==> src/hdl/i2cgx_pkg.sv <==
package i2cgx_pkg;

	localparam int PIN_COUNT = 24;
	localparam logic [6:0] BASE_ADDRESS = 7'h22;

	localparam logic [PIN_COUNT-1:0] PIN_MASK = {PIN_COUNT{1'b1}};

	// event codes
	localparam logic [2:0] FUNC_WRITE_START = 3'd0;
	localparam logic [2:0] FUNC_READ_START  = 3'd1;
	localparam logic [2:0] FUNC_WRITE_BYTE  = 3'd2;
	localparam logic [2:0] FUNC_READ_BYTE   = 3'd3;
	localparam logic [2:0] FUNC_STOP        = 3'd4;
	localparam logic [2:0] FUNC_PIN_SAMPLE  = 3'd5;
	localparam logic [2:0] FUNC_RESET       = 3'd6;

	// register banks, pointer bits 3..2
	localparam logic [1:0] BANK_INPUT     = 2'd0;
	localparam logic [1:0] BANK_OUTPUT    = 2'd1;
	localparam logic [1:0] BANK_POLARITY  = 2'd2;
	localparam logic [1:0] BANK_DIRECTION = 2'd3;

	// ports, pointer bits 1..0
	localparam logic [1:0] PORT_0    = 2'd0;
	localparam logic [1:0] PORT_1    = 2'd1;
	localparam logic [1:0] PORT_2    = 2'd2;
	localparam logic [1:0] PORT_NONE = 2'd3;

	localparam int CMD_AUTO_INC_BIT = 7;

	typedef struct packed {
		logic [2:0]           func;
		logic [6:0]           bus_address;
		logic [7:0]           write_data;
		logic [PIN_COUNT-1:0] pin_levels;
	} item_t;

	typedef struct packed {
		logic                 ack;
		logic [7:0]           read_data;
		logic                 irq_asserted;
		logic [PIN_COUNT-1:0] drive_enable;
		logic [PIN_COUNT-1:0] drive_level;
	} result_t;

	// 0-1-2-0 rotation; port three goes to one
	function automatic logic [1:0] rotate_port(input logic [1:0] port);
		logic [1:0] nxt;
		case (port)
			PORT_0:  nxt = PORT_1;
			PORT_1:  nxt = PORT_2;
			PORT_2:  nxt = PORT_0;
			default: nxt = PORT_1;
		endcase
		return nxt;
	endfunction

	function automatic logic [PIN_COUNT-1:0] put_byte(input logic [PIN_COUNT-1:0] value,
			input logic [1:0] port, input logic [7:0] data);
		logic [PIN_COUNT-1:0] res;
		res = value;
		case (port)
			PORT_0:  res[7:0]   = data;
			PORT_1:  res[15:8]  = data;
			PORT_2:  res[23:16] = data;
			default: res = value;
		endcase
		return res;
	endfunction

	function automatic logic [7:0] get_byte(input logic [PIN_COUNT-1:0] value,
			input logic [1:0] port);
		logic [7:0] res;
		case (port)
			PORT_0:  res = value[7:0];
			PORT_1:  res = value[15:8];
			PORT_2:  res = value[23:16];
			default: res = 8'h00;
		endcase
		return res;
	endfunction

endpackage

==> src/hdl/i2cgx_in_stage.sv <==
module i2cgx_in_stage (
	input  logic             clk,
	input  logic             arst_n,
	input  logic             in_valid,
	output logic             in_ready,
	input  i2cgx_pkg::item_t in_item,
	input  logic             advance,
	output logic             valid_s1,
	output i2cgx_pkg::item_t item_s1
);
	import i2cgx_pkg::*;

	assign in_ready = !valid_s1 || advance;

	always_ff @(posedge clk or negedge arst_n) begin
		if (!arst_n) begin
			valid_s1 <= 1'b0;
		end else if (in_ready) begin
			valid_s1 <= in_valid;
		end
	end

	always_ff @(posedge clk) begin
		if (in_ready && in_valid) begin
			item_s1 <= in_item;
		end
	end

endmodule

==> src/hdl/i2cgx_core.sv <==
module i2cgx_core #(
	parameter logic [6:0] BASE_ADDR = i2cgx_pkg::BASE_ADDRESS
) (
	input  logic               clk,
	input  logic               arst_n,
	input  logic               cfg_we,
	input  logic               cfg_wdata,
	input  logic               step,
	input  i2cgx_pkg::item_t   item,
	output i2cgx_pkg::result_t result
);
	import i2cgx_pkg::*;

	logic                 addr_select_q;
	logic [PIN_COUNT-1:0] output_q, polarity_q, direction_q, input_latch_q, last_read_q;
	logic [3:0]           reg_pointer_q;
	logic                 auto_inc_q, expect_cmd_q, irq_q;

	logic [PIN_COUNT-1:0] output_d, polarity_d, direction_d, input_latch_d, last_read_d;
	logic [3:0]           reg_pointer_d;
	logic                 auto_inc_d, expect_cmd_d, irq_d;
	logic                 match, ack;
	logic [7:0]           rdata;
	logic [1:0]           bank, port;
	logic [3:0]           advanced_ptr;
	logic [PIN_COUNT-1:0] src, enable, sampled;

	assign bank = reg_pointer_q[3:2];
	assign port = reg_pointer_q[1:0];
	assign match = item.bus_address == (BASE_ADDR + {6'd0, addr_select_q});
	assign advanced_ptr = auto_inc_q ? {bank, rotate_port(port)} : reg_pointer_q;
	assign sampled = (item.pin_levels ^ polarity_q) & direction_q;

	always_comb begin
		case (bank)
			BANK_INPUT:    src = input_latch_q;
			BANK_OUTPUT:   src = output_q;
			BANK_POLARITY: src = polarity_q;
			default:       src = direction_q;
		endcase
	end

	always_comb begin
		output_d      = output_q;
		polarity_d    = polarity_q;
		direction_d   = direction_q;
		input_latch_d = input_latch_q;
		last_read_d   = last_read_q;
		reg_pointer_d = reg_pointer_q;
		auto_inc_d    = auto_inc_q;
		expect_cmd_d  = expect_cmd_q;
		irq_d         = irq_q;
		ack           = 1'b0;
		rdata         = 8'h00;
		case (item.func)
			FUNC_WRITE_START: begin
				if (match) begin
					ack           = 1'b1;
					reg_pointer_d = 4'd0;
					auto_inc_d    = 1'b1;
					expect_cmd_d  = 1'b1;
				end
			end
			FUNC_READ_START: begin
				if (match) begin
					ack          = 1'b1;
					last_read_d  = input_latch_q;
					irq_d        = 1'b0;
					expect_cmd_d = 1'b0;
				end
			end
			FUNC_WRITE_BYTE: begin
				ack = 1'b1;
				if (expect_cmd_q) begin
					auto_inc_d    = item.write_data[CMD_AUTO_INC_BIT];
					reg_pointer_d = item.write_data[3:0];
					expect_cmd_d  = 1'b0;
				end else begin
					case (bank)
						BANK_OUTPUT:    output_d    = put_byte(output_q, port, item.write_data);
						BANK_POLARITY:  polarity_d  = put_byte(polarity_q, port, item.write_data);
						BANK_DIRECTION: direction_d = put_byte(direction_q, port, item.write_data);
						default:        output_d    = output_q;
					endcase
					reg_pointer_d = advanced_ptr;
				end
			end
			FUNC_READ_BYTE: begin
				rdata         = get_byte(src, port);
				reg_pointer_d = advanced_ptr;
			end
			FUNC_STOP: begin
				reg_pointer_d = 4'd0;
				expect_cmd_d  = 1'b0;
			end
			FUNC_PIN_SAMPLE: begin
				input_latch_d = sampled;
				irq_d         = sampled != last_read_q;
			end
			FUNC_RESET: begin
				output_d      = '0;
				polarity_d    = '0;
				direction_d   = PIN_MASK;
				input_latch_d = '0;
				last_read_d   = '0;
				reg_pointer_d = 4'd0;
				auto_inc_d    = 1'b1;
				expect_cmd_d  = 1'b0;
				irq_d         = 1'b0;
			end
			default: begin
				ack = 1'b0;
			end
		endcase
	end

	assign enable = ~direction_d;

	assign result.ack          = ack;
	assign result.read_data    = rdata;
	assign result.irq_asserted = irq_d;
	assign result.drive_enable = enable;
	assign result.drive_level  = output_d & enable;

	always_ff @(posedge clk or negedge arst_n) begin
		if (!arst_n) begin
			addr_select_q <= 1'b0;
		end else if (cfg_we) begin
			addr_select_q <= cfg_wdata;
		end
	end

	always_ff @(posedge clk or negedge arst_n) begin
		if (!arst_n) begin
			output_q      <= '0;
			polarity_q    <= '0;
			direction_q   <= PIN_MASK;
			input_latch_q <= '0;
			last_read_q   <= '0;
			reg_pointer_q <= 4'd0;
			auto_inc_q    <= 1'b1;
			expect_cmd_q  <= 1'b0;
			irq_q         <= 1'b0;
		end else if (step) begin
			output_q      <= output_d;
			polarity_q    <= polarity_d;
			direction_q   <= direction_d;
			input_latch_q <= input_latch_d;
			last_read_q   <= last_read_d;
			reg_pointer_q <= reg_pointer_d;
			auto_inc_q    <= auto_inc_d;
			expect_cmd_q  <= expect_cmd_d;
			irq_q         <= irq_d;
		end
	end

endmodule

==> src/hdl/i2cgx_out_stage.sv <==
module i2cgx_out_stage (
	input  logic               clk,
	input  logic               arst_n,
	input  logic               load,
	input  i2cgx_pkg::result_t result,
	output logic               can_load,
	output logic               out_valid,
	input  logic               out_ready,
	output i2cgx_pkg::result_t result_s2
);
	import i2cgx_pkg::*;

	assign can_load = !out_valid || out_ready;

	always_ff @(posedge clk or negedge arst_n) begin
		if (!arst_n) begin
			out_valid <= 1'b0;
		end else if (can_load) begin
			out_valid <= load;
		end
	end

	always_ff @(posedge clk) begin
		if (load && can_load) begin
			result_s2 <= result;
		end
	end

endmodule

==> src/hdl/i2c_gpio_expander_24bit_top.sv <==
// 24-pin I2C port expander at address 0x22 plus the addr_select strap. Each
// item is one bus event (tuser selects it) and yields exactly one result item.
// The input register feeds the register banks and a result register; an item
// moves from the input register to the result register, and one item is taken
// every cycle, limited only by tready on the result side. cfg_we writes the
// strap and must only be used while no item is in flight.
module i2c_gpio_expander_24bit_top #(
	parameter logic [6:0] BASE_ADDR = i2cgx_pkg::BASE_ADDRESS
) (
	input  logic        clk,
	input  logic        arst_n,
	input  logic        cfg_we,
	input  logic        cfg_wdata,    // addr_select
	input  logic        s_tvalid,
	output logic        s_tready,
	input  logic [39:0] s_tdata,      // bus_address, write_data, pin_levels, zero pad
	input  logic [2:0]  s_tuser,      // func
	output logic        m_tvalid,
	input  logic        m_tready,
	output logic [63:0] m_tdata       // ack, read_data, irq_asserted, drive_enable,
	                                  // drive_level, zero pad
);
	import i2cgx_pkg::*;

	item_t   in_item, item_s1;
	result_t result, result_s2;
	logic    valid_s1, can_load, step;

	assign in_item.func        = s_tuser;
	assign in_item.bus_address = s_tdata[6:0];
	assign in_item.write_data  = s_tdata[14:7];
	assign in_item.pin_levels  = s_tdata[38:15];

	assign step = valid_s1 && can_load;

	i2cgx_in_stage u_in (
		.clk      (clk),
		.arst_n   (arst_n),
		.in_valid (s_tvalid),
		.in_ready (s_tready),
		.in_item  (in_item),
		.advance  (step),
		.valid_s1 (valid_s1),
		.item_s1  (item_s1)
	);

	i2cgx_core #(
		.BASE_ADDR (BASE_ADDR)
	) u_core (
		.clk       (clk),
		.arst_n    (arst_n),
		.cfg_we    (cfg_we),
		.cfg_wdata (cfg_wdata),
		.step      (step),
		.item      (item_s1),
		.result    (result)
	);

	i2cgx_out_stage u_out (
		.clk       (clk),
		.arst_n    (arst_n),
		.load      (valid_s1),
		.result    (result),
		.can_load  (can_load),
		.out_valid (m_tvalid),
		.out_ready (m_tready),
		.result_s2 (result_s2)
	);

	assign m_tdata = {6'd0, result_s2.drive_level, result_s2.drive_enable,
		result_s2.irq_asserted, result_s2.read_data, result_s2.ack};

endmodule
==> config.mk <==
export PLATFORM = sky130hd
export DESIGN_NAME = i2c_gpio_expander_24bit_top
export DESIGN_NICKNAME = d
export VERILOG_FILES = /design/src/hdl/i2cgx_pkg.sv /design/src/hdl/i2cgx_in_stage.sv /design/src/hdl/i2cgx_core.sv /design/src/hdl/i2cgx_out_stage.sv /design/src/hdl/i2c_gpio_expander_24bit_top.sv
export SDC_FILE = /design/constraint.sdc
export NUM_CORES = 1
export LEC_CHECK = 0
export BUFFER_PORTS_ARGS = -buffer_cell sky130_fd_sc_hd__clkbuf_2
export CAP_MARGIN = 20
export CORE_ASPECT_RATIO = 1.5
export CORE_MARGIN = 5
export CORE_UTILIZATION = 64
export DETAILED_ROUTE_END_ITERATION = 8
export GPL_TIMING_DRIVEN = 0
export PLACE_DENSITY_LB_ADDON = 0.15
export REMOVE_ABC_BUFFERS = 1
export SYNTH_ARGS = -nofsm -noshare
export SYNTH_HDL_FRONTEND = slang
export SYNTH_SLANG_ARGS = --single-unit
==> constraint.sdc <==
create_clock -name clk -period 5.6 [get_ports clk]
set_input_delay 0.28 -clock clk [delete_from_list [all_inputs] [get_ports clk]]
set_output_delay 0.28 -clock clk [all_outputs]
set_load 0.1 [all_outputs]
== After elaboration in Yosys (flattened, before gate mapping) ==
Cells that the tools add are included.

* Register bits: 230
* Bits of input ports: 49
* Output and inout port bits: 66
* Word-level logic and storage cells: 112

* Add/subtract/negate cells: 1
* Equality and inequality tests: 21
* Multiplexer cells: 37
* Bitwise operators: 4
* Reduce and logical (&&, ||, !) cells: 26

{| class="wikitable"
|+ Operator list
! kind !! number
|-
| $pmux 24 s2 || 5
|-
| $mux 24 || 7
|-
| $mux 8 || 9
|-
| $pmux 24 s3 || 1
|-
| $and 24x24->24 || 2
|-
| $ne 24x24->1 || 1
|-
| $not 24->24 || 1
|-
| $pmux 8 s3 || 1
|-
| $xor 24x24->24 || 1
|-
| $pmux 4 s4 || 1
|-
| $reduce_and 5->1 || 3
|-
| $ne 2x1->1 const B || 6
|-
| $eq 3x3->1 const B || 3
|-
| $pmux 1 s3 || 3
|-
| $mux 4 || 2
|-
| $reduce_and 4->1 || 2
|-
| $add 6x1->7 const A || 1
|-
| $eq 7x7->1 || 1
|-
| $eq 2x2->1 const B || 3
|-
| $eq 3x2->1 const B || 2
|-
| $reduce_and 3->1 || 2
|-
| $reduce_bool 2->1 || 3
|-
| $reduce_bool 3->1 || 2
|-
| $mux 1 || 5
|-
| other kinds (15) || 22
|}

== Depth between registers and ports, before layout ==
* Word-level depth: 7
* Gate-level depth with buffers: 8
* Depth with buffers taken out: 6

== Hierarchy ==
A second synthesis with hierarchy kept.

* Cell total of the unflattened synthesis: 943
* Area total of the unflattened synthesis: 10590.2 um^2

{| class="wikitable"
|+ By module, submodules not included
! module !! instances !! cells an instance !! area an instance (um^2)
|-
| i2cgx_core || 1 || 827 || 7424.6
|-
| i2cgx_out_stage || 1 || 62 || 1795.5
|-
| i2cgx_in_stage || 1 || 46 || 1315.0
|-
| i2c_gpio_expander_24bit_top || 1 || 8 || 55.1
|}

== Least setup slack after synthesis ==
OpenSTA, ideal clock, no wires.

* Path type: register to register
* Start point: reg u_out.out_valid
* End point: reg u_core.last_read_q[10]
* Setup time: 0.066 ns
* Arrival: 3.675 ns
* Required time: 5.534 ns
* Slack: 1.859 ns
* Cell stages (with the launch flop): 9
* Path buffers: 2
* Period minus slack after synthesis: 3.741 ns
* Cells stage by stage: dfrtp_1 nand2b_1 nand2_1 inv_1 clkbuf_1 o21a_2 buf_2 nand3_1 nand2_1

* Word-level cells in the longest chain between the ends: 4

{| class="wikitable"
|+ Ends and longest elaborated chain
! what !! line !! RTL
|-
| start, declared || i2cgx_out_stage.sv:7 || <nowiki>output logic out_valid,</nowiki>
|-
| start signal, assigned || i2cgx_out_stage.sv:19 || <nowiki>out_valid <= load;</nowiki>
|-
| $logic_not 1->1 || i2cgx_out_stage.sv:13 || <nowiki>assign can_load = !out_valid || out_ready;</nowiki>
|-
| $logic_or 1x1->1 || i2cgx_out_stage.sv:13 ||
|-
| $logic_and 1x1->1 || i2c_gpio_expander_24bit_top.sv:34 || <nowiki>assign step = valid_s1 && can_load;</nowiki>
|-
| named net step || i2c_gpio_expander_24bit_top.sv:27 || <nowiki>logic valid_s1, can_load, step;</nowiki>
|-
| $reduce_and 3->1 (no line) || - ||
|-
| end signal, assigned || i2cgx_core.sv:149 || <nowiki>last_read_q <= last_read_d;</nowiki>
|-
| end, declared || i2cgx_core.sv:15 || <nowiki>logic [PIN_COUNT-1:0] output_q, polarity_q, direction_q, input_latch_q, last_read_q;</nowiki>
|}

The timed path passes the listed nets, and every way through them passes these cells.
A chain may end at the register's enable or synchronous reset.

==> metrics.yaml <==
status:
  status: "complete, no violations"
critical_path:
  timing.rr.start: "u_core.reg_pointer_q[2]"
  worstPathArrival_ns: 3.32
  cp-startpoint: "u_core.reg_pointer_q[2]"
  end_kind: "flip-flop"
  worst_ep_required_time_ns: 5.85
  worstSetupPathType: "flip-flop to flip-flop"
  worstPathMaxFanout: 36
  startpoint_type: "flip-flop"
timing:
  relSlewSlack: 0.258
  hold_viol_final: 0
  postLayoutSetupSlackWorst_ns: 2.53
  fin_crit_ns: 3.07
  finalHoldWorstSlack_ns: 0.0710
  worstMarginPinSlew_ns: 1.11
  fmax_mhz: 326
  timing.setup.tns_ns: 0
  fin_crit_sh: 0.549
  fin_skew_ns: 0.00796
  final-max-slew-violation-count: 0
  setup_viol: 0
  rsz0062_at_grt: "no"
final_layout:
  area_delta_synth_final_pct: 16.7
  fin_area_mm2: 0.0126
  fill_cells: 1134
  antenna_cells: 0
  fin_nets: 1108
  drive_above_1_share: 0.221
  fin_cells: 1281
routing:
  drt-total-wl_um: 29300
  drc: 0
  via_per_inst: 6.32
  vias: 8095
  wire_per_inst_um: 22.9
  dr.pass1.iters: 6
  final_antenna_net_count: 0
  drtIter0Drc: 783
power:
  pwr-share-seq: 0.462
  p_sw_uw: 1850
  p_leak_uw: 0.00543
  p_per_area_mw_per_mm2: 415
  p_clk_frac: 0.269
  ir_drop_mv: 0.319
  p_comb_frac: 0.269
  netSwitchingFraction: 0.352
  intPower_uw: 3390
logic_synthesis:
  synth-async-reset-ratio: 0.565
  synth_ff_type: "dfrtp_1"
  seq_area_frac_synth: 0.581
  synth_seq_cells: 230
  synth_area_mm2: 0.0108
  ys_types: 62
  synthTopCellsByArea: "edfxtp_1 28%, dfrtp_1 24%, dfstp_2 6.1%"
  synth_top_area_frac: 0.277
  synthCells: 933
  synth_edf_count: 100
  syn_area_per_cell_um2: 11.6
  synth.largest_area_cell: "edfxtp_1"
  ys_warn_count: 0
grt:
  grt_usage: 0.304
  grt_overflow: 0
  grt_pass1_wl_um: 45200
  antenna_found_initial: 0
  grt_pass1_vias: 8130
  grt_max_degree: 77
clocking:
  clockBufferDepth: 3
  cts_tree: "done"
  cts_setup_buffers: 0
  cts-resized-gates: 0
  htreeDepth: 1
  path_clk_slew_ns: 0.06
  cts_sinks: 230
  hold_buffers: 45
  cts-buffers-inserted: 22
  cts-root-buf: "clkbuf_16"
  clk-insertion-delay-late_ns: 0.50
placed_design:
  place_area_mm2: 0.0115
  dp_worst_setup_slack_ns: 2.58
  gp_congestion: 0.910
  placedCellCount: 1194
  dp_hpwl_um: 18500
  port_buffers: 107
floorplanning:
  num_rows: 58
  dieArea_mm2: 0.0197
  die_w_um: 116
  io_pins: 115
  core_mm2: 0.0167
  start_util: 0.649
  die_y_um: 169
hold_path:
  min_from: "cfg_we"
  hold_class: "input port to flip-flop"
flow_run:
  max_cap_viol_count: 0
## power by group through the flow
stage	Sequential (µW)	Clock, µW	Combinational [µW]
2_1_floorplan	2680	0	701
3_3_place_gp	2430	0	1290
3_5_place_dp	2440	0	1330
4_1_cts	2410	1420	1360
5_1_grt	2450	1510	1510
6_report	2420	1410	1410
## cells in the final DEF (no fill, tap or decap), types with 5 or more instances in the layout
master         Yosys  layout
nand3_1           44      44
o31ai_1            8       8
clkinv_1           0       6
a21oi_1           38      38
o21ai_1            6       6
edfxtp_1         100     100
dlygate4sd3_1      0      45
clkinv_2           0       5
a221oi_1           6       6
a21boi_1          21      21
and3_1            20      20
nand2b_1           9       9
clkbuf_1          31       5
a21o_1             7       7
a222oi_1           7       7
o22a_1             8       8
nor2_1            24      24
mux2_1            24      24
nor2_8             5       5
mux2i_1           15      15
o21ai_0           55      55
dfstp_2           25      25
clkbuf_16          0      23
xor2_1            32      32
o21ba_2            6       6
clkbuf_2           0     106
a22o_1            37      37
and2_1            15      14
nand2_1          161     159
conb_1             1       6
o22ai_2           24      24
dfrtp_1          105     103
## logic make-up (layout without fill, tap and decap cells)
group,Yosys count,in the layout,synth area share
other,1,6,0.000346
XOR/XNOR,33,33,0.0267
flip-flops,230,230,0.581
buffers and inverters,73,206,0.0325
AND/OR/NAND/NOR,311,311,0.146
multiplexers,44,44,0.0471
adder cells (fa/ha/maj),4,4,0.00462
AO/OA/AOI/OAI,237,237,0.162
## metrics by stage
step            util  power, µW
2_1_floorplan      -       3380
3_3_place_gp   0.677       3720
3_5_place_dp   0.687       3770
4_1_cts        0.754       5200
5_1_grt        0.757       5480
6_report       0.757       5240
## worst paths after layout
path,depth (start not counted),slack (ns),end
min,2,0.07,u_core.addr_select_q
max reg2reg,6,2.53,u_out.result_s2[0]
max in group asynchronous,3,4.53,u_core.direction_q[11]
min reg2reg,2,0.49,u_core.last_read_q[5]
min in group asynchronous,2,0.29,u_core.input_latch_q[13]
max,6,2.53,u_out.result_s2[0]
## state kept, by name, summed over array words and instances, names as in the netlist
name / count
u_core.last_read_q: 24
u_core.direction_q: 24
u_out.out_valid: 1
u_core.output_q: 24
u_core.expect_cmd_q: 1
u_out.result_s2: 58
u_core.irq_q: 1
u_core.reg_pointer_q: 4
u_core.input_latch_q: 24
u_in.valid_s1: 1
u_core.polarity_q: 24
u_in.item_s1: 42
u_core.auto_inc_q: 1
u_core.addr_select_q: 1
## synthesized netlist by cell type, types with 5 or more instances
library cell	instances
edfxtp_1	100
clkbuf_1	31
dfstp_2	25
o31ai_1	8
o21ba_2	6
and3_1	20
and2_1	15
o22ai_2	24
a21o_1	7
a22o_1	37
nand2b_1	9
mux2_1	24
buf_2	23
buf_4	11
dfrtp_1	105
mux2i_1	15
o21ai_0	55
a221oi_1	6
a222oi_1	7
nand3_1	44
a21boi_1	21
nand2_1	161
nor2_8	5
xor2_1	32
o21ai_1	6
o22a_1	8
nor2_1	24
a21oi_1	38
## layer usage
layer | routed length [µm] | up-vias | GRT usage
met5 | 0 | - | 0
met4 | 2010 | 0 | 0.173
met3 | 2240 | 112 | 0.0557
met2 | 14400 | 392 | 0.499
met1 | 10600 | 3978 | 0.377
li1 | - | 3613 | -
## layout make-up
class / instances / area [µm²] / area share
inverters: 3 / 13.8 / 0.00109
flip-flops and latches: 230 / 6290 / 0.498
multi-input cells: 635 / 4220 / 0.334
clock inverters: 12 / 77.6 / 0.00614
clock buffers: 28 / 594 / 0.0470
repair buffers: 163 / 1180 / 0.0936
well taps: 210 / 263 / 0.0208
## critical path: stages (launching register included)
cell and delay [ns]:
dfrtp_2 0.99, nand2_2 0.53, nor2_1 0.32, a21oi_1 0.15, nor2_4 0.43, o22ai_2 0.18
and2_1 0.21
(Power assumes the default switching activity.)
